**src/rtl/obc_pkg.sv**
```systemverilog
// obc_pkg: shared types and constants of the online bridge counter.
// Holds the transfer payload structs, outcome codes and the
// controller/datapath command and status types. No dependencies.
`timescale 1ns / 1ps

package obc_pkg;

  localparam int unsigned NODES_DEF = 1024;
  localparam int unsigned VERT_W    = 10;
  localparam int unsigned COUNT_W   = 10;
  localparam int unsigned OUTC_W    = 2;
  localparam int unsigned EPOCH_W   = 16;
  localparam int unsigned COUNT_MAX = 1023;

  localparam logic [OUTC_W-1:0] OUTC_SAME   = 2'd0;
  localparam logic [OUTC_W-1:0] OUTC_BRIDGE = 2'd1;
  localparam logic [OUTC_W-1:0] OUTC_CYCLE  = 2'd2;

  typedef struct packed {
    logic [VERT_W-1:0] vertex_a;
    logic [VERT_W-1:0] vertex_b;
  } in_t;

  typedef struct packed {
    logic [COUNT_W-1:0] bridge_count;
    logic [OUTC_W-1:0]  edge_outcome;
  } out_t;

  typedef enum logic [5:0] {
    OP_NOP, OP_ACCEPT, OP_CLEAR, OP_R_START, OP_R_CHASE, OP_C_ISSUE, OP_C_STEP,
    OP_SV_A, OP_GOT_A, OP_GOT_B, OP_CC_INIT, OP_CC_RD, OP_CC_CHK, OP_CC_RET,
    OP_CP_RD, OP_CP_W, OP_CP_RET, OP_CC_DONE, OP_SZ_A, OP_SZ_B, OP_SZ_CMP,
    OP_RR_INIT, OP_RR_RD, OP_RR_P, OP_RR_RET, OP_RR_END, OP_RR_SZ, OP_LINK,
    OP_SZ_ADD, OP_EPOCH, OP_STAMP_CLR, OP_MG_INIT, OP_MG_SVA, OP_MARK_RD,
    OP_MA_CHK, OP_MG_SVB, OP_MB_CHK, OP_MG_NEXT, OP_RW_INIT, OP_RW_SV,
    OP_RW_GOT, OP_RW_NXT, OP_FIN
  } dp_op_e;

  typedef struct packed {
    dp_op_e op;
    logic   sel;
  } cmd_t;

  typedef struct packed {
    logic in_range;
    logic r_stop;
    logic c_stop;
    logic ab_eq;
    logic cc_stop;
    logic cp_stop;
    logic cc_eq;
    logic rr_stop;
    logic tp_none;
    logic epoch_wrap;
    logic sweep_last;
    logic mg_stop;
    logic xa_none;
    logic xb_none;
    logic stamp_hit;
    logic rw_stop;
    logic at_meet;
    logic out_free;
  } status_t;

endpackage

```
**src/rtl/obc_ctrl.sv**
```systemverilog
// obc_ctrl: sequencer of the online bridge counter.
// One-hot state machine with a return register for the shared
// representative-lookup routine; uses obc_pkg command/status types.
`timescale 1ns / 1ps

module obc_ctrl (
  input  logic             clk_i,
  input  logic             rst_ni,
  input  logic             in_valid_i,
  output logic             in_stall_o,
  input  obc_pkg::status_t st_i,
  output obc_pkg::cmd_t    cmd_o
);
  import obc_pkg::*;

  localparam int unsigned NS = 45;

  typedef enum logic [NS-1:0] {
    S_CLEAR     = 45'h1 << 0,  S_IDLE      = 45'h1 << 1,
    S_START     = 45'h1 << 2,  S_A_DONE    = 45'h1 << 3,
    S_B_DONE    = 45'h1 << 4,  S_CC_INIT   = 45'h1 << 5,
    S_CC_RD     = 45'h1 << 6,  S_CC_CHK    = 45'h1 << 7,
    S_CC_RET    = 45'h1 << 8,  S_CP_RD     = 45'h1 << 9,
    S_CP_W      = 45'h1 << 10, S_CP_RET    = 45'h1 << 11,
    S_CC_DONE   = 45'h1 << 12, S_CMP       = 45'h1 << 13,
    S_SZ_A      = 45'h1 << 14, S_SZ_B      = 45'h1 << 15,
    S_SZ_CMP    = 45'h1 << 16, S_RR_INIT   = 45'h1 << 17,
    S_RR_TOP    = 45'h1 << 18, S_RR_P      = 45'h1 << 19,
    S_RR_RET    = 45'h1 << 20, S_RR_END    = 45'h1 << 21,
    S_RR_SZ     = 45'h1 << 22, S_LINK      = 45'h1 << 23,
    S_SZ_ADD    = 45'h1 << 24, S_EPOCH     = 45'h1 << 25,
    S_STAMP_CLR = 45'h1 << 26, S_MG_INIT   = 45'h1 << 27,
    S_MG_TOP    = 45'h1 << 28, S_MA_GOT    = 45'h1 << 29,
    S_MA_CHK    = 45'h1 << 30, S_MB        = 45'h1 << 31,
    S_MB_GOT    = 45'h1 << 32, S_MB_CHK    = 45'h1 << 33,
    S_MG_NEXT   = 45'h1 << 34, S_RW_INIT   = 45'h1 << 35,
    S_RW_TOP    = 45'h1 << 36, S_RW_GOT    = 45'h1 << 37,
    S_RW_NXT    = 45'h1 << 38, S_RW_SIDE   = 45'h1 << 39,
    S_FIN       = 45'h1 << 40, S_R_ISSUE   = 45'h1 << 41,
    S_R_CHASE   = 45'h1 << 42, S_C_ISSUE   = 45'h1 << 43,
    S_C_STEP    = 45'h1 << 44
  } state_e;

  state_e state_q, state_d, ret_q, ret_d;
  logic   sel_q, sel_d;

  assign in_stall_o = (state_q != S_IDLE);

  always_comb begin
    state_d    = state_q;
    ret_d      = ret_q;
    sel_d      = sel_q;
    cmd_o.op   = OP_NOP;
    cmd_o.sel  = sel_q;
    case (state_q)
      S_CLEAR: begin
        cmd_o.op = OP_CLEAR;
        if (st_i.sweep_last) state_d = S_IDLE;
      end
      S_IDLE: begin
        if (in_valid_i) begin
          cmd_o.op = OP_ACCEPT;
          state_d  = S_START;
        end
      end
      S_START: begin
        cmd_o.op = OP_SV_A;
        if (!st_i.in_range) begin
          state_d = S_FIN;
        end else begin
          ret_d   = S_A_DONE;
          state_d = S_R_ISSUE;
        end
      end
      S_A_DONE: begin
        cmd_o.op = OP_GOT_A;
        ret_d    = S_B_DONE;
        state_d  = S_R_ISSUE;
      end
      S_B_DONE: begin
        cmd_o.op = OP_GOT_B;
        sel_d    = 1'b0;
        state_d  = st_i.ab_eq ? S_FIN : S_CC_INIT;
      end
      S_CC_INIT: begin
        cmd_o.op = OP_CC_INIT;
        state_d  = S_CC_RD;
      end
      S_CC_RD: begin
        cmd_o.op = OP_CC_RD;
        state_d  = S_CC_CHK;
      end
      S_CC_CHK: begin
        cmd_o.op = OP_CC_CHK;
        if (st_i.cc_stop) begin
          state_d = S_CP_RD;
        end else begin
          ret_d   = S_CC_RET;
          state_d = S_R_ISSUE;
        end
      end
      S_CC_RET: begin
        cmd_o.op = OP_CC_RET;
        state_d  = S_CC_RD;
      end
      S_CP_RD: begin
        cmd_o.op = OP_CP_RD;
        state_d  = st_i.cp_stop ? S_CC_DONE : S_CP_W;
      end
      S_CP_W: begin
        cmd_o.op = OP_CP_W;
        ret_d    = S_CP_RET;
        state_d  = S_R_ISSUE;
      end
      S_CP_RET: begin
        cmd_o.op = OP_CP_RET;
        state_d  = S_CP_RD;
      end
      S_CC_DONE: begin
        cmd_o.op = OP_CC_DONE;
        if (sel_q) begin
          state_d = S_CMP;
        end else begin
          sel_d   = 1'b1;
          state_d = S_CC_INIT;
        end
      end
      S_CMP: begin
        sel_d   = 1'b0;
        state_d = st_i.cc_eq ? S_EPOCH : S_SZ_A;
      end
      S_SZ_A: begin
        cmd_o.op = OP_SZ_A;
        state_d  = S_SZ_B;
      end
      S_SZ_B: begin
        cmd_o.op = OP_SZ_B;
        state_d  = S_SZ_CMP;
      end
      S_SZ_CMP: begin
        cmd_o.op = OP_SZ_CMP;
        state_d  = S_RR_INIT;
      end
      S_RR_INIT: begin
        cmd_o.op = OP_RR_INIT;
        state_d  = S_RR_TOP;
      end
      S_RR_TOP: begin
        cmd_o.op = OP_RR_RD;
        state_d  = st_i.rr_stop ? S_RR_END : S_RR_P;
      end
      S_RR_P: begin
        cmd_o.op = OP_RR_P;
        if (st_i.tp_none) begin
          state_d = S_RR_TOP;
        end else begin
          ret_d   = S_RR_RET;
          state_d = S_R_ISSUE;
        end
      end
      S_RR_RET: begin
        cmd_o.op = OP_RR_RET;
        state_d  = S_RR_TOP;
      end
      S_RR_END: begin
        cmd_o.op = OP_RR_END;
        state_d  = S_RR_SZ;
      end
      S_RR_SZ: begin
        cmd_o.op = OP_RR_SZ;
        state_d  = S_LINK;
      end
      S_LINK: begin
        cmd_o.op = OP_LINK;
        state_d  = S_SZ_ADD;
      end
      S_SZ_ADD: begin
        cmd_o.op = OP_SZ_ADD;
        state_d  = S_FIN;
      end
      S_EPOCH: begin
        cmd_o.op = OP_EPOCH;
        state_d  = st_i.epoch_wrap ? S_STAMP_CLR : S_MG_INIT;
      end
      S_STAMP_CLR: begin
        cmd_o.op = OP_STAMP_CLR;
        if (st_i.sweep_last) state_d = S_MG_INIT;
      end
      S_MG_INIT: begin
        cmd_o.op = OP_MG_INIT;
        state_d  = S_MG_TOP;
      end
      S_MG_TOP: begin
        if (st_i.mg_stop) begin
          state_d = S_FIN;
        end else if (!st_i.xa_none) begin
          cmd_o.op = OP_MG_SVA;
          ret_d    = S_MA_GOT;
          state_d  = S_R_ISSUE;
        end else begin
          state_d = S_MB;
        end
      end
      S_MA_GOT: begin
        cmd_o.op = OP_MARK_RD;
        state_d  = S_MA_CHK;
      end
      S_MA_CHK: begin
        cmd_o.op = OP_MA_CHK;
        state_d  = st_i.stamp_hit ? S_RW_INIT : S_MB;
      end
      S_MB: begin
        if (!st_i.xb_none) begin
          cmd_o.op = OP_MG_SVB;
          ret_d    = S_MB_GOT;
          state_d  = S_R_ISSUE;
        end else begin
          state_d = S_MG_NEXT;
        end
      end
      S_MB_GOT: begin
        cmd_o.op = OP_MARK_RD;
        state_d  = S_MB_CHK;
      end
      S_MB_CHK: begin
        cmd_o.op = OP_MB_CHK;
        state_d  = st_i.stamp_hit ? S_RW_INIT : S_MG_NEXT;
      end
      S_MG_NEXT: begin
        cmd_o.op = OP_MG_NEXT;
        state_d  = S_MG_TOP;
      end
      S_RW_INIT: begin
        cmd_o.op = OP_RW_INIT;
        state_d  = S_RW_TOP;
      end
      S_RW_TOP: begin
        if (st_i.rw_stop) begin
          state_d = S_RW_SIDE;
        end else begin
          cmd_o.op = OP_RW_SV;
          ret_d    = S_RW_GOT;
          state_d  = S_R_ISSUE;
        end
      end
      S_RW_GOT: begin
        cmd_o.op = OP_RW_GOT;
        state_d  = st_i.at_meet ? S_RW_SIDE : S_RW_NXT;
      end
      S_RW_NXT: begin
        cmd_o.op = OP_RW_NXT;
        state_d  = S_RW_TOP;
      end
      S_RW_SIDE: begin
        if (sel_q) begin
          state_d = S_FIN;
        end else begin
          sel_d   = 1'b1;
          state_d = S_RW_INIT;
        end
      end
      S_FIN: begin
        if (st_i.out_free) begin
          cmd_o.op = OP_FIN;
          state_d  = S_IDLE;
        end
      end
      S_R_ISSUE: begin
        cmd_o.op = OP_R_START;
        state_d  = S_R_CHASE;
      end
      S_R_CHASE: begin
        cmd_o.op = OP_R_CHASE;
        if (st_i.r_stop) state_d = S_C_ISSUE;
      end
      S_C_ISSUE: begin
        cmd_o.op = OP_C_ISSUE;
        state_d  = st_i.c_stop ? ret_q : S_C_STEP;
      end
      S_C_STEP: begin
        cmd_o.op = OP_C_STEP;
        state_d  = S_C_ISSUE;
      end
      default: state_d = S_IDLE;
    endcase
  end

  always_ff @(posedge clk_i or negedge rst_ni) begin
    if (!rst_ni) begin
      state_q <= S_CLEAR;
      ret_q   <= S_IDLE;
      sel_q   <= 1'b0;
    end else begin
      state_q <= state_d;
      ret_q   <= ret_d;
      sel_q   <= sel_d;
    end
  end

endmodule

```
**config.mk**
```make
export PLATFORM = sky130hd
export DESIGN_NAME = obc_ctrl
export DESIGN_NICKNAME = d
export VERILOG_FILES = /design/src/rtl/obc_pkg.sv /design/src/rtl/obc_ctrl.sv
export SDC_FILE = /design/constraint.sdc
export NUM_CORES = 1
export LEC_CHECK = 0
export BUFFER_PORTS_ARGS = -buffer_cell sky130_fd_sc_hd__buf_4
export CAP_MARGIN = 30
export CORE_MARGIN = 10
export CORE_UTILIZATION = 55
export DETAILED_ROUTE_END_ITERATION = 12
export GPL_TIMING_DRIVEN = 0
export MAX_ROUTING_LAYER = met4
export PLACE_DENSITY_LB_ADDON = 0.3
export SLEW_MARGIN = 20
export SYNTH_ARGS = -nofsm -noshare
export SYNTH_HDL_FRONTEND = slang
export SYNTH_SLANG_ARGS = --single-unit
```
**constraint.sdc**
```tcl
create_clock -name clk_i -period 4.1 [get_ports clk_i]
set_input_delay 1.23 -clock clk_i [delete_from_list [all_inputs] [get_ports clk_i]]
set_output_delay 1.23 -clock clk_i [all_outputs]
set_load 0.02 [all_outputs]
```
Word level (Yosys, flattened, before mapping)
Cells that the tools add are included.
- register bits after elaboration: 91
- latch bits: 0
- RAM bits: 0
- ROM bits: 0
- input port bits: 21
- logic and storage cells: 113
- memories kept: 0
- add/subtract/negate cells: 0
- multiply operators: 0
- div/mod/pow operators: 0
- order comparisons: 0
- equal/unequal tests: 58
- shifts and indexed selects: 0
- mux-type cells: 40
- bitwise logic cells: 0
- reductions and logical operators: 12
- operator list (operator ; count):
    45-bit case mux with 40 select lines ; 1
    45-bit 2-to-1 mux ; 13
    45-bit case mux with 8 select lines ; 1
    42-bit 2-to-1 mux ; 7
    6-bit case mux with 42 select lines ; 1
    41-bit 2-to-1 mux ; 2
    36-bit 2-to-1 mux ; 2
    45-bit by 1-bit equality test with 1-bit output, second input constant ; 1
    45-bit by 10-bit equality test with 1-bit output, second input constant ; 1
    45-bit by 11-bit equality test with 1-bit output, second input constant ; 1
    45-bit by 12-bit equality test with 1-bit output, second input constant ; 1
    45-bit by 13-bit equality test with 1-bit output, second input constant ; 1
    45-bit by 14-bit equality test with 1-bit output, second input constant ; 1
    45-bit by 15-bit equality test with 1-bit output, second input constant ; 1
    45-bit by 16-bit equality test with 1-bit output, second input constant ; 1
    45-bit by 17-bit equality test with 1-bit output, second input constant ; 1
    45-bit by 18-bit equality test with 1-bit output, second input constant ; 1
    45-bit by 19-bit equality test with 1-bit output, second input constant ; 1
    45-bit by 2-bit equality test with 1-bit output, second input constant ; 1
    45-bit by 20-bit equality test with 1-bit output, second input constant ; 1
    45-bit by 21-bit equality test with 1-bit output, second input constant ; 1
    45-bit by 22-bit equality test with 1-bit output, second input constant ; 1
    45-bit by 23-bit equality test with 1-bit output, second input constant ; 1
    45-bit by 24-bit equality test with 1-bit output, second input constant ; 1
    44 further kinds ; 66

Longest topological paths before layout
Gate-level depths: netlist (run 1).
- word-level depth: 3
- depth in mapped cells: 10

Worst setup path before layout (run 1)
OpenSTA, ideal clock, no wires.
- path type: flip-flop to output port
- start point: register state_q[25]
- end point: output port cmd_o[5] (netlist name)
- data arrival time: 2.380 ns
- data required time: 2.870 ns
- path slack: 0.490 ns
- cell stages (with the launch flop): 11
- path buffers: 3
- cell sequence: dfrtp_1 > clkbuf_1 > nor4_4 > nand4_1 > buf_2 > nor2_1 > clkbuf_1 > nand4_1 > nand2_1 > and4b_1 > nand4b_1
- RTL lines (what ; RTL line ; source):
    from (decl) ; obc_ctrl.sv:44 ; state_e state_q, state_d, ret_q, ret_d;
    from (signal assigned) ; obc_ctrl.sv:294 ; state_q <= state_d;
    to (decl) ; obc_ctrl.sv:12 ; output obc_pkg::cmd_t cmd_o

==> metrics.yaml, run 1 <==
outcome: "complete, but fails checks"
failed_checks: "setup timing"
max_freq_ghz: 0.242
ios: 29
place_congestion: 0.989
worstSetupPathType: "flip-flop to primary output"
fp.coreArea_um2: 6310
synth_seq_area_share_pct: 38.8
synth_area_um2: 3560
holdCritPathClass: "flip-flop to flip-flop"
grt_max_degree: 56
powerDensity_nw_per_um2: 402
report.power.total_mw: 1.77
final_util_pct: 69.9
clockRootBuffer: "clkbuf_8"
portBuffers: 28
setup_viol: 1
clkLatencyLatePin_ns: 0.32
grt_pass1_wl_um: 17200
synth_area_leaders: "dfrtp_1 (37%), nor4_4 (5.4%), nor2_1 (4.7%)"
critPathArrivalTime_ns: 2.89
final_cell_area_um2: 4410
htreeDepth: 2
worstPathRequired_ns: 2.87
startpoint_type: "flip-flop"
numCtsBuffers: 5
grt_pass1_vias: 3317
drive_gt1_share_pct: 33.0
async_flop_share_pct: 100
vias: 3575
fp.dieArea_um2: 10100
yosysUniqueCellTypes: 61
synth_edf_count: 0
dieWidth_um: 100
cap_violations: 0
synth_mux_area_share_pct: 1.55
ir_worst_vdd_uv: 333
cpMaxStageDelayCell: "dfrtp_1"
avgSynthCellArea_um2: 9.34
tightest_slew_ns: 0.781
grt_overflow: 0
slew-limit-headroom_pct: 47.9
nets: 466
endpoint_kind: "primary output"
firstDrtPassIters: 6
synth-compound-area-share_pct: 10.0
synth_xor_area_share_pct: 2.22
postLayoutSetupSlackWorst_ns: -0.0239
yosys_most_used_dff: "dfrtp_1"
wl_um: 11200
fin_crit_ns: 4.12
antenna_left: 0
cp_num_buf_inv: 3
clock_skew_ns: 0.00838
path_max_fanout: 6
hold_viol_final: 0
wire_per_inst_um: 21.3
drc: 0
diodes: 0
netlist_instances: 381
viasPerCell: 6.84
start_util_pct: 56.3
power.leakage_nw: 2.01
yosysTopAreaCell: "dfrtp_1"
hold_buffers: 0
drt_iter0_drc: 488
ys_seq_elements: 55
final_cells: 523
grt_antenna_before_repair: 0
clkSinkCount: 55
cts_tree: "yes"
final.fill_count: 477
die-height_um: 100
synth_top_area_share_pct: 37.3
slowest_delay_ns: 0.48
period_share_pct: 101
placementRows: 29
area_growth_pct: 24.0
syn_nets: 402
dp.cells: 487
dp_hpwl_um: 7710
clk_pin_slew_ns: 0.10
synth-simple-area-share_pct: 43.9
cts.path.max_buffers: 2
synth_fa_ha_area_share_pct: 0
placed_cell_area_um2: 3870
slew_viol_final: 0
synth_top_family_by_area: "simple AND/OR/NAND/NOR gates"
crit_chain: "nor4_4, nand4_1, buf_6, buf_4, or3_1, nor2_1, or3b_4, nor3_2, nand4_1, buf_4"
path_delay_family: "simple AND/OR/NAND/NOR gates"
grt.total_usage_pct: 21.8
yosysWarnings: 0
[sequential cells by signal (all words and copies together), names as in the netlist]
name,cells
sel_q,1
state_q,45
ret_q,9
[final timing paths]
kind                            slack (ns)                      end  depth (start not counted)                    start
worst min-delay path                  0.47     ret_q[1]$_DFFE_PN1P_                          2     ret_q[1]$_DFFE_PN1P_
max in group asynchronous             2.66  state_q[24]$_DFFE_PN0P_                          1                   rst_ni
worst max register to register        0.69    ret_q[20]$_DFFE_PN0P_                          9  state_q[32]$_DFFE_PN0P_
min in group asynchronous             0.94        sel_q$_DFFE_PN0P_                          1                   rst_ni
worst max-delay path                 -0.02                 cmd_o[1]                         10  state_q[10]$_DFFE_PN0P_
worst min register to register        0.47     ret_q[1]$_DFFE_PN1P_                          2     ret_q[1]$_DFFE_PN1P_
[power by group]
part / leakage (nW) / switching (mW) / internal (mW) / total, mW
clock: 0.0443 / 0.192 / 0.123 / 0.314
combinational: 1.25 / 0.491 / 0.330 / 0.821
sequential: 0.717 / 0.0464 / 0.591 / 0.637
total: 2.01 / 0.729 / 1.04 / 1.77
[cell type report]
cell class / instances / area (um^2) / area share [%]
buffer: 8 / 68.8 / 1.56
inverter: 16 / 60.1 / 1.36
sequential: 55 / 1400 / 31.8
tap: 77 / 96.3 / 2.18
clock buffer: 5 / 68.8 / 1.56
clock inverter: 3 / 25.0 / 0.567
timing repair buffer: 62 / 469 / 10.6
multi-input combinational: 297 / 2220 / 50.3
[kinds of logic after synthesis]
family                    count (synthesis)
and+or+nand+nor                         238
DFF                                      55
AOI/OAI and AO/OA                        46
buffers and inverters                    29
xor gates and xnor gates                  9
muxes                                     4
[worst reg2reg max path, stage by stage (launching register included)]
cell and delay, ns:
dfrtp_1 0.37, clkbuf_4 0.18, nor4_4 0.35, nand4b_4 0.20, buf_4 0.21, or4_1 0.60, o311ai_2 0.13, nor3_2 0.12
a2111oi_4 0.78, mux2_4 0.36
[cell usage in the layout (no fill, tap or decap), types with 11 or more instances in the layout]
| cell | n |
|---|---|
| buf_4 | 62 |
| nor4_4 | 13 |
| inv_1 | 16 |
| and3_1 | 16 |
| nand4_1 | 21 |
| dfrtp_2 | 20 |
| nor4b_1 | 11 |
| nand3_1 | 19 |
| nor2_1 | 43 |
| dfrtp_1 | 33 |
| nand2_1 | 23 |
| nor3_1 | 15 |
[metrics by stage]
step                TNS [ns]  hold slack (ns)  worst slack, ns
finish               -0.0239            0.469          -0.0239
detailed placement    -0.367            0.457           -0.162
global placement      -0.610            0.457           -0.258
global route          -0.221            0.512          -0.0977
floorplan                  0            0.437            0.490
CTS                        0            0.473           0.0105
[repair_timing]
action                     4_1_cts  5_1_grt
pin swaps                       11        9
gates cloned                     0        1
resized for setup               19       42
buffers inserted                19       13
setup endpoints to repair        6        6
[synth_stat cells, drive strengths merged, types with 2 or more instances]
library cell	count
or3	6
nand4b	7
o31ai	2
dfrtp	53
nor2b	10
nor3b	3
nor4b	11
a31oi	3
nor4	21
mux2	3
nand2b	5
or2	3
xnor2	4
nand3	20
and2	2
inv	16
nand2	23
and3	16
o22ai	4
nor2	45
o21ai	10
o21a	2
or4	5
o2111a	2
o22a	2
a21oi	4
clkbuf	6
dfstp	2
a41o	2
a21o	2
xor2	5
and4b	5
or4b	4
and4	3
buf	7
nand4	21
o2111ai	2
nor3	23
nand3b	3
[metal layers]
layer	track usage (%)	share of wire (%)
met1	29.8	40
met2	30.3	45
met3	4.67	11
met4	9.02	3.9
met5	-	0
(Power assumes the default switching activity.)
==> run 2, diff against run 1 <==
Settings changed: ABC_AREA set to 1, SLEW_MARGIN 20 to 40.
==> run 2 against run 1 <==
Compared with the run above:
- the run now ends clean
- fmax rose by 11%
- final cell count rose by 21%
- combinational power rose by 4.5%
- critical path depth rose by 1
- die area rose by 3.6%
- clock power fell by 8.6%
- largest power group unchanged
==> metrics.yaml, run 2 <==
outcome: "finished clean"
wire_per_inst_um: 15.4
final_util_pct: 63.6
viasPerCell: 5.42
nets: 577
cts.path.max_buffers: 2
critPathArrivalTime_ns: 2.49
async_flop_share_pct: 100
powerDensity_nw_per_um2: 426
yosys_most_used_dff: "dfrtp_1"
die-height_um: 102
hold_viol_final: 0
synth_edf_count: 0
netlist_instances: 521
hold_buffers: 0
grt_pass1_vias: 3453
grt_max_degree: 56
tightest_slew_ns: 0.680
drive_gt1_share_pct: 20.1
placed_cell_area_um2: 4030
final_cell_area_um2: 4110
largest_reg_flops: 45
setup_viol: 0
fin_crit_ns: 3.72
grt_overflow: 0
path_max_fanout: 5
dieWidth_um: 102
wl_um: 9740
worstSetupPathType: "flip-flop to primary output"
endpoint_kind: "primary output"
cp_num_buf_inv: 2
grt_antenna_before_repair: 0
biggestRegsByFlops: "state_q: 45 flops, ret_q: 9 flops, sel_q: 1 flops"
period_share_pct: 90.7
fp.dieArea_um2: 10500
crit_end: "cmd_o[6]"
slowest_delay_ns: 0.41
top_layer: "met4"
r2r_end: "state_q[1]$_DFFE_PN0P_"
regMostFlops: "state_q"
rr_worst_depth: 9
holdCritPathClass: "flip-flop to flip-flop"
dp.cells: 626
hold_ws_ns: 0.468
r2r_start: "state_q[26]$_DFFE_PN0P_"
rsz0062_at_grt: "no"
drt_iter0_drc: 231
final_cell_mix: "nand2_1 (111), nor2_1 (100), inv_1 (71)"
synth_seq_area_share_pct: 37.1
start_util_pct: 57.6
placementRows: 29
ios: 29
slew-limit-headroom_pct: 54.7
dp_hpwl_um: 8100
cp.depth: 11
clk_pin_slew_ns: 0.09
hold_start: "ret_q[1]$_DFFE_PN1P_"
postCtsSetupRepairBufs: 0
yosysUniqueCellTypes: 38
post_cts_resized: 0
synth_area_um2: 3720
syn_nets: 542
startpoint_type: "flip-flop"
crit_start: "state_q[21]$_DFFE_PN0P_"
grt_pass1_wl_um: 16500
rrSetupSlack_ns: 1.84
antenna_left: 0
crit_chain: "nor2_2, nand2_4, inv_2, nand2_1, nor3_1, nand2_4, or2_1, nand2_1, nor2_1, o2111ai_1, buf_4"
synth_most_common_cell: "nand2_1"
portBuffers: 28
avgSynthCellArea_um2: 7.14
slew_viol_final: 0
wl_met2_um: 4700
clockRootBuffer: "clkbuf_8"
numCtsBuffers: 5
clock_skew_ns: 0.00651
yosysWarnings: 0
path_delay_family: "simple AND/OR/NAND/NOR gates"
synth_area_leaders: "dfrtp_1 (36%), nand2_1 (11%), nor2_1 (10%)"
worstPathRequired_ns: 2.87
grt.total_usage_pct: 20.5
yosysTopAreaCell: "dfrtp_1"
fp.coreArea_um2: 6460
synth.top_cells.by_count: "nand2_1 (111), nor2_1 (100), inv_1 (71)"
fin_setup_tns_ns: 0
synth_top_area_share_pct: 35.7
final_cells: 634
place_congestion: 0.981
firstDrtPassIters: 5
drt-met1-wl_um: 4240
wl_met3_um: 645
drc: 0
cpMaxStageDelayCell: "dfrtp_1"
cap_violations: 0
clkLatencyLatePin_ns: 0.30
ir_worst_vdd_uv: 370
vias: 3439
layout_commonest_cell: "nand2_1"
area_growth_pct: 10.4
clkSinkCount: 55
power.leakage_nw: 2.31
ys_seq_elements: 55
cts_tree: "yes"
htreeDepth: 2
diodes: 0
max_freq_ghz: 0.269
[run 2: cell type report]
class / instances / area (um^2)
fill: 602 / 2350
multi-input combinational: 382 / 1970
sequential: 55 / 1380
inverter: 79 / 299
timing repair buffer: 28 / 210
tap: 77 / 96.3
clock buffer: 7 / 76.3
buffer: 5 / 70.1
clock inverter: 1 / 5.00
[run 2: report_power, final]
part / leakage, nW / switching [mW] / internal [mW]
combinational: 1.52 / 0.541 / 0.317
sequential: 0.754 / 0.0216 / 0.584
clock: 0.0422 / 0.167 / 0.120
[run 2: worst min path at each step]
stage                                 endpoint  slack [ns]  depth (start not counted)
after CTS                 ret_q[1]$_DFFE_PN1P_        0.47                          2
after global routing      ret_q[1]$_DFFE_PN1P_        0.49                          2
after floorplan           ret_q[1]$_DFFE_PN1P_        0.44                          2
after detailed placement  ret_q[1]$_DFFE_PN1P_        0.45                          2
final                     ret_q[1]$_DFFE_PN1P_        0.47                          2
after global placement    ret_q[1]$_DFFE_PN1P_        0.45                          2
[run 2: logic make-up after synthesis]
family / after synthesis / share of synthesized area [%]
buf+inv: 84 / 9.93
simple gates: 356 / 48.6
flops: 55 / 37.1
compound gates: 26 / 4.37
[run 2: through the flow]
step	total power [mW]	setup slack [ns]
final	1.75	0.383
after global routing	1.86	0.236
after global placement	1.46	0.610
after detailed placement	1.47	0.684
after CTS	1.75	0.394
after floorplan	1.26	1.09
[run 2: worst reg2reg max path, delay by kind of cell (launching register included)]
kind	cells	cell delay, ns
DFF	1	0.43
and+or+nand+nor	6	1.20
buffers and inverters	1	0.16
AOI/OAI and AO/OA	2	0.40
[run 2: metal layers]
layer  vias to the layer above  global-route usage (%)
li1                       1710                       -
met1                      1607                    25.7
met2                       107                    34.3
met3                        15                    2.70
met4                         0                    4.56
met5                         -                       -
==> run 3, diff against run 2 <==
Settings changed: PLACE_DENSITY set to 0.82, PLACE_DENSITY_LB_ADDON 0.3 to not set.
==> run 3 against run 2 <==
Compared with the run above:
- final cell count unchanged
- critical path depth is the same
- setup slack better by 0.017 ns
- global-route usage fell by 0.21 points
- largest power group unchanged
- highest routed layer unchanged
==> metrics.yaml, run 3 (same netlist as run 2, synthesis figures left out) <==
outcome: "finished clean"
worstPathRequired_ns: 2.87
post_cts_resized: 0
ir_worst_vdd_uv: 336
cap_violations: 0
wl_um: 9940
r2r_start: "state_q[26]$_DFFE_PN0P_"
start_util_pct: 57.6
postCtsSetupRepairBufs: 0
rsz0062_at_grt: "no"
final.fill_count: 608
holdCritPathClass: "flip-flop to flip-flop"
powerDensity_nw_per_um2: 442
cts_tree: "yes"
setup_viol: 0
power.leakage_nw: 2.32
drt_iter0_drc: 269
clkLatencyLatePin_ns: 0.31
portBuffers: 28
tightest_slew_ns: 0.691
biggestRegsByFlops: "state_q: 45 flops, ret_q: 9 flops, sel_q: 1 flops"
drive_gt1_share_pct: 20.1
viasPerCell: 5.51
path_max_fanout: 5
fin_crit_ns: 3.70
grt_max_degree: 56
layout_commonest_cell: "nand2_1"
final_cell_mix: "nand2_1 (111), nor2_1 (100), inv_1 (71)"
dieWidth_um: 102
nets: 577
grt_pass1_vias: 3354
fin_setup_tns_ns: 0
vias: 3494
clkSinkCount: 55
fp.coreArea_um2: 6460
postLayoutSetupSlackWorst_ns: 0.400
hold_start: "ret_q[1]$_DFFE_PN1P_"
place_congestion: 0.966
grt_overflow: 0
hold_buffers: 0
clockRootBuffer: "clkbuf_8"
crit_start: "state_q[21]$_DFFE_PN0P_"
die-height_um: 102
max_freq_ghz: 0.270
fp.dieArea_um2: 10500
critPathArrivalTime_ns: 2.47
pre_cts_slack_ns: 0.702
endpoint_kind: "primary output"
numCtsBuffers: 5
grt_pass1_wl_um: 16300
worstSetupPathType: "flip-flop to primary output"
ios: 29
grt.total_usage_pct: 20.3
clock_skew_ns: 0.00932
grt_antenna_before_repair: 0
htreeDepth: 2
clk_pin_slew_ns: 0.10
startpoint_type: "flip-flop"
firstDrtPassIters: 5
drc: 0
period_share_pct: 90.2
regMostFlops: "state_q"
diodes: 0
hold_ws_ns: 0.475
placementRows: 29
wire_per_inst_um: 15.7
antenna_left: 0
largest_reg_flops: 45
cts.path.max_buffers: 2
hold_viol_final: 0
dp_hpwl_um: 8110
area_growth_pct: 11.1
slew_viol_final: 0
slew-limit-headroom_pct: 54.0
## run 3: metrics by stage
step | power (mW) | instance area, um^2 | utilization, % | cells
final | 1.82 | 4130 | 64.0 | 634
after global routing | 1.93 | 4130 | 64.0 | 634
after CTS | 1.83 | 4130 | 64.0 | 634
after detailed placement | 1.47 | 4030 | 62.3 | 626
after global placement | 1.45 | 4030 | 62.3 | 626
after floorplan | 1.26 | 3720 | - | 521
## run 3: final cells by class
cell class	instances	area (um^2)	area share, %
Clock buffer	7	76.3	1.85
Timing Repair Buffer	28	210	5.09
Clock inverter	1	30.0	0.727
Tap cell	77	96.3	2.33
Sequential cell	55	1380	33.4
Buffer	5	70.1	1.70
Inverter	79	299	7.24
Multi-Input combinational cell	382	1970	47.7
## run 3: final timing paths
kind                                            to  slack (ns)  cells after the start
hold / removal                ret_q[1]$_DFFE_PN1P_        0.47                      2
max in group asynchronous  state_q[31]$_DFFE_PN0P_        2.68                      1
hold reg to reg               ret_q[1]$_DFFE_PN1P_        0.47                      2
min in group asynchronous    ret_q[11]$_DFFE_PN0P_        0.96                      1
setup / recovery                          cmd_o[1]        0.40                     11
setup reg to reg            state_q[1]$_DFFE_PN0P_        1.82                      9
## run 3: power breakdown
group / total (mW) / internal (mW) / switching [mW] / leakage, nW
combinational: 0.860 / 0.317 / 0.543 / 1.52
sequential: 0.606 / 0.584 / 0.0217 / 0.754
clock: 0.359 / 0.183 / 0.175 / 0.0524
total: 1.82 / 1.08 / 0.740 / 2.32
## run 3: layer usage
metal	global-route usage (%)	vias to the layer above	wire, um
li1	-	1705	-
met1	25.4	1645	4340
met2	34.2	124	4860
met3	2.63	20	545
met4	4.23	0	193
met5	-	-	0
## run 3: worst max-delay path: stages, from the launching register on
cell     delay, ns
dfrtp_1       0.42
nor2_2        0.23
nand2_4       0.12
inv_2         0.09
nand2_1       0.13
nor3_1        0.30
nand2_4       0.11
or2_1         0.30
nand2_1       0.09
a21oi_1       0.06
nand4_1       0.13
buf_4         0.16
